<file path="config.mk">
export PLATFORM = sky130hd
export DESIGN_NAME = btc_temp
export DESIGN_NICKNAME = d
export VERILOG_FILES = /design/src/hdl/btc_pkg.sv /design/src/hdl/btc_temp.sv
export SDC_FILE = /design/constraint.sdc
export NUM_CORES = 2
export LEC_CHECK = 0
export ABC_AREA = 1
export BUFFER_PORTS_ARGS = -buffer_cell sky130_fd_sc_hd__buf_4
export CELL_PAD_IN_SITES_DETAIL_PLACEMENT = 1
export CELL_PAD_IN_SITES_GLOBAL_PLACEMENT = 2
export CORE_UTILIZATION = 35
export CTS_BUF_LIST = sky130_fd_sc_hd__clkbuf_16
export CTS_CLUSTER_DIAMETER = 200
export DETAILED_ROUTE_END_ITERATION = 8
export HOLD_SLACK_MARGIN = 0.02
export PLACE_DENSITY_LB_ADDON = 0.1
export RECOVER_POWER = 25
export SLEW_MARGIN = 15
export SYNTH_ARGS = -nofsm -noshare
export SYNTH_HDL_FRONTEND = slang
export SYNTH_SLANG_ARGS = --single-unit
</file>
<file path="constraint.sdc">
create_clock -name clock -period 6.2 [get_ports clock]
set_clock_uncertainty 0.05 [all_clocks]
set_input_delay 1.24 -clock clock [delete_from_list [all_inputs] [get_ports clock]]
set_output_delay 1.24 -clock clock [all_outputs]
set_load 0.02 [all_outputs]
</file>
<file path="src/hdl/btc_pkg.sv">
`timescale 1ns / 1ps

package btc_pkg;

   localparam int TempStages = 5;
   localparam int PreStages  = 9;
   localparam int DivStages  = 64;
   localparam int PostStages = 7;

   localparam logic [63:0] FineOffset = 64'd128000;
   localparam logic [63:0] NumScale   = 64'd3125;
   localparam logic [20:0] RawFull    = 21'd1048576;
   localparam logic [63:0] OneQ47     = 64'h0000_8000_0000_0000;

   localparam logic [1:0] RegTempCoeffs     = 2'd0;
   localparam logic [1:0] RegPressCoeffsLow = 2'd1;
   localparam logic [1:0] RegPressCoeffsMid = 2'd2;
   localparam logic [1:0] RegPressCoeffsHigh = 2'd3;

   typedef struct packed {
      logic [47:0] temp;
      logic [47:0] plow;
      logic [47:0] pmid;
      logic [47:0] phigh;
   } coeff_type;

   typedef struct packed {
      logic [63:0] v1;
      logic [20:0] pp;
      logic [31:0] centi;
   } temp_out_type;

   typedef struct packed {
      logic [63:0] num;
      logic [30:0] dvs;
      logic        neg;
      logic        invalid;
      logic [31:0] centi;
   } pre_out_type;

   typedef struct packed {
      logic [30:0] rem;
      logic [63:0] qn;
      logic [30:0] dvs;
      logic        neg;
      logic        invalid;
      logic [31:0] centi;
   } div_stage_type;

   function automatic logic [63:0] sext16(logic [15:0] w);
      return {{48{w[15]}}, w};
   endfunction

endpackage

</file>
<file path="src/hdl/btc_temp.sv">
`timescale 1ns / 1ps

module btc_temp (
   input  logic                  clock,
   input  logic                  reset,
   input  logic                  en,
   input  logic                  in_valid,
   input  logic [19:0]           raw_temperature,
   input  logic [19:0]           raw_pressure,
   input  btc_pkg::coeff_type    coeffs,
   output logic                  out_valid,
   output btc_pkg::temp_out_type out_data
);

   localparam int TempStagesM1 = btc_pkg::TempStages - 1;

   logic [15:0] t1, t2, t3;
   logic [17:0] a_ff, b_ff;
   logic [31:0] m1_ff, bb_ff, x1_ff, m2_ff, fine_ff;
   logic signed [33:0] m1_c;
   logic signed [35:0] bb_c, m2_c;
   logic [31:0] x1_c, x2_c, t5_c;
   logic [20:0] pp_ff [TempStagesM1];
   logic [TempStagesM1-1:0] valid_ff;
   logic out_valid_ff;
   btc_pkg::temp_out_type out_ff;

   assign t1 = coeffs.temp[15:0];
   assign t2 = coeffs.temp[31:16];
   assign t3 = coeffs.temp[47:32];

   assign m1_c = $signed(a_ff) * $signed(t2);
   assign bb_c = $signed(b_ff) * $signed(b_ff);
   assign x1_c = {{11{m1_ff[31]}}, m1_ff[31:11]};
   // The square is taken to 32 bits and shifted down by twelve before the T3 product.
   assign m2_c = $signed(bb_ff[31:12]) * $signed(t3);
   assign x2_c = {{14{m2_ff[31]}}, m2_ff[31:14]};
   assign t5_c = {fine_ff[29:0], 2'd0} + fine_ff + 32'd128;

   always_ff @(posedge clock) begin
      if (reset) begin
         valid_ff     <= '0;
         out_valid_ff <= 1'b0;
      end else if (en) begin
         valid_ff     <= {valid_ff[TempStagesM1-2:0], in_valid};
         out_valid_ff <= valid_ff[TempStagesM1-1];
      end
   end

   always_ff @(posedge clock) begin
      if (en) begin
         a_ff      <= {1'b0, raw_temperature[19:3]} - {1'b0, t1, 1'b0};
         b_ff      <= {2'd0, raw_temperature[19:4]} - {2'd0, t1};
         pp_ff[0]  <= btc_pkg::RawFull - {1'b0, raw_pressure};
         for (int k = 1; k < TempStagesM1; k++) begin
            pp_ff[k] <= pp_ff[k-1];
         end
         m1_ff     <= m1_c[31:0];
         bb_ff     <= bb_c[31:0];
         x1_ff     <= x1_c;
         m2_ff     <= m2_c[31:0];
         fine_ff   <= x1_ff + x2_c;
         out_ff.centi <= {{8{t5_c[31]}}, t5_c[31:8]};
         out_ff.v1    <= {{32{fine_ff[31]}}, fine_ff} - btc_pkg::FineOffset;
         out_ff.pp    <= pp_ff[TempStagesM1-1];
      end
   end

   assign out_valid = out_valid_ff;
   assign out_data  = out_ff;

endmodule

</file>
==> impl_metrics.toml <==
[outcome]
status = "finished, violations left"
violations = "capacitance limit, slew limit"

[worst_setup_path]
required_ps = 6490
cpPeakStageDelay_ps = 510
critical_path.max_fanout = 6
cpMostUsedCell = "fa_1"
setup.worst_path.end_class = "flop"
rrSetupSlack_ps = 310
worstSetupPathType = "in2reg"
crit_chain = "buf_4, clkinvlp_4, buf_12, or2_4, fa_1, fa_1, inv_1, fa_1, fa_1, fa_1, inv_1, fa_1, inv_2, ha_4, nand2_2, buf_4, o21ai_0, a21oi_1, o211ai_1, buf_4, buf_4, buf_4, xor2_1"
slowest_stage = "fa_1"
worst_setup_path_start_kind = "primary input"
worstPathArrival_ps = 6320
crit_family = "adder cells"
crit_buf_inv = 10

[drt]
drt-vias-per-instance = 4.51
wl_per_cell_um = 17.0
drtPass1Iterations = 4
drt_iter0_markers = 1245
vias = 32805
drcViolationCount = 0
wl_um = 123000
ant_nets = 0

[logic_synthesis]
syn-cell-area_mm2 = 0.0446
synth.distinct_cells = 50
synth_edf_count = 272
syn_avg_cell_area_um2 = 8.66
yosysSeqAreaShare_pct = 18.5
synth_adder_area_share_pct = 45.2
synthSimpleGateAreaFrac_pct = 13.8
async_reset_ff_share_pct = 0
ys_warn_count = 0
synth_compound_area_share_pct = 3.77
netlist_instances = 5149
synth-seq-cells = 277
synth_top_family_by_area = "adder cells"
synth_xor_area_share_pct = 3.63
ys.flop_type = "edfxtp_1"
muxShareOfSynthArea_pct = 0
synthesis.nets = 6507

[hold_path]
min_path_type = "reg2reg"

[placed_design]
finalWeightedCongestion = 0.806
portBuffers = 206
dp_hpwl_um = 104000
placed_area_mm2 = 0.0508

[timing]
layout_min_cycle_time_ps = 6030
worst_pin_slew_ps = 3050
rsz0062_at_grt = "yes"
max_freq_mhz = 166
period_share_pct = 97.2
setup_viol = 0
finalHoldViolations = 0
relSlewSlack_pct = -103
slew_violations = 105

[floorplan]
die_area_mm2 = 0.129
num_io_pins = 354
die_h_um = 359
start_util_pct = 35.4
fp.coreArea_mm2 = 0.126
rows = 130
fp.dieW_um = 359

[grt]
grt_usage_pct = 19.6
antenna_found_initial = 3
grt_pass1_wl_um = 199000
overflow = 0
grt_pass1_vias = 36178
grt_start_max_net_pins = 124

[finish]
final_area_mm2 = 0.0525
fill_cells = 14748
drive_gt1_share_pct = 14.5
syn_to_final_growth_pct = 17.6
fin_nets = 6947
final_core_util_pct = 41.6

[cts]
cts_buffers = 36
htreeDepth = 2
cts.sinks = 277
cts_tree = "built"
cts_root_buffer = "clkbuf_16"
ctsHoldBuffers = 0
ctsLongestPathBuffers = 3
insertion_delay_ps = 600
clk_pin_slew_ps = 60

[run]
cap_violations = 1
-- path summary, 6_finish.rpt --
check | from | endpoint | depth (start not counted)
worst max-delay path | coeffs[175] | m1_ff[21] | 23
worst min-delay path | pp_ff[2][17] | pp_ff[3][17] | 0
worst max register to register | a_ff[16] | bb_ff[30] | 24
worst min register to register | pp_ff[2][17] | pp_ff[3][17] | 0
-- registers in the layout (all words and copies together), names as in the netlist --
signal	flops
pp_ff	84
out_data	68
fine_ff	22
m1_ff	21
x1_ff	21
bb_ff	20
a_ff	18
m2_ff	18
valid_ff	4
out_valid	1
-- layer usage --
metal,global-route usage (%),share of wire [%],vias up
met5,0,0.020,-
met4,3.31,1.3,4
met3,1.95,2.8,72
met2,34.0,49,385
met1,26.9,47,16524
li1,-,-,15820
-- worst register-to-register path: cells and delay by family, from the launching register on --
family                   cells  cell delay (ps)
flip-flops                   1              360
buffers and inverters       10             1030
adder cells (fa/ha/maj)      7             3360
AND/OR/NAND/NOR              7              830
-- cell usage after synthesis (all sizes together), types with 4 or more instances --
cell / count / area (um^2)
clkbuf: 141 / 532
buf: 67 / 447
dfxtp: 5 / 100
inv: 1525 / 5720
nand3: 75 / 380
o21ai: 75 / 379
nand2: 1156 / 4360
a21oi: 161 / 817
o21bai: 14 / 105
o211ai: 7 / 52.6
xnor2: 56 / 490
nor3: 33 / 190
a21o: 18 / 135
nand3b: 7 / 52.6
nand4: 41 / 257
nor4: 7 / 43.8
fa: 816 / 16300
xor2: 129 / 1130
nor2: 195 / 774
edfxtp: 272 / 8170
a211oi: 4 / 30.0
or2: 13 / 81.3
ha: 306 / 3830
-- final cells by class --
| cell class | count | area [um^2] | share of cell area [%] |
|---|---|---|---|
| Multi-Input combinational cell | 3137 | 30200 | 57.5 |
| Sequential cell | 277 | 8270 | 15.8 |
| Inverter | 1527 | 5740 | 10.9 |
| Timing Repair Buffer | 610 | 5040 | 9.61 |
| Tap cell | 1650 | 2060 | 3.93 |
| Clock buffer | 36 | 901 | 1.72 |
| Clock inverter | 28 | 304 | 0.579 |
| Antenna cell | 1 | 2.50 | 0.00477 |
-- metrics by stage --
stage / std cells / TNS (ps) / setup WS (ps) / hold WS (ps)
2_1_floorplan: 5149 / -111 / -53.2 / 350
3_3_place_gp: 7187 / -14750 / -569 / 351
3_5_place_dp: 7187 / -16740 / -634 / 355
4_1_cts: 7252 / 0 / 1.70 / 346
5_1_grt: 7265 / -170 / -40.3 / 349
6_report: 7266 / 0 / 171 / 347
-- kinds of logic (layout without fill, tap and decap cells) --
logic type / Yosys count / count (layout)
buffers and inverters: 1735 / 2201
AND/OR/NAND/NOR: 1531 / 1531
adder cells (fa/ha/maj): 1122 / 1122
AO/OA/AOI/OAI: 299 / 299
flip-flops: 277 / 277
XOR/XNOR: 185 / 185
other: 0 / 1
-- placed cells by master, fill, tap and decap left out, types with 5 or more instances in the layout --
master     Yosys  routed
inv_1       1521    1517
nand2_1     1146    1136
fa_1         816     804
buf_4         50     564
ha_1         306     287
edfxtp_1     272     272
nor2_1       180     169
a21oi_1      160     140
xor2_1       129     125
nand3_1       74      73
o21ai_0       69      65
xnor2_1       56      54
nand4_1       41      41
clkbuf_16      0      36
buf_12         0      36
nor3_1        28      24
nor2_2        14      24
a21oi_2        0      19
a21o_1        18      18
nand2_2       10      18
ha_4           0      17
o21bai_1      14      14
fa_2           0      12
or2_2         13      11
nor3_2         5       9
inv_2          4       9
o211ai_1       7       7
o21ai_1        5       7
nand3b_1       7       7
clkinv_1       2       6
nor4_1         7       5
inv_6          0       5
clkinv_4       0       5
dfxtp_1        5       5
-- repair_timing --
action	in CTS	in global routing
resized for setup	1	80
buffers inserted	1	12
endpoints found under the setup margin	3	39
pin swaps	0	14
Power is left out: the tool's default activity adds up to more than one toggle a clock period on the data nets, which glitch-free logic cannot reach.
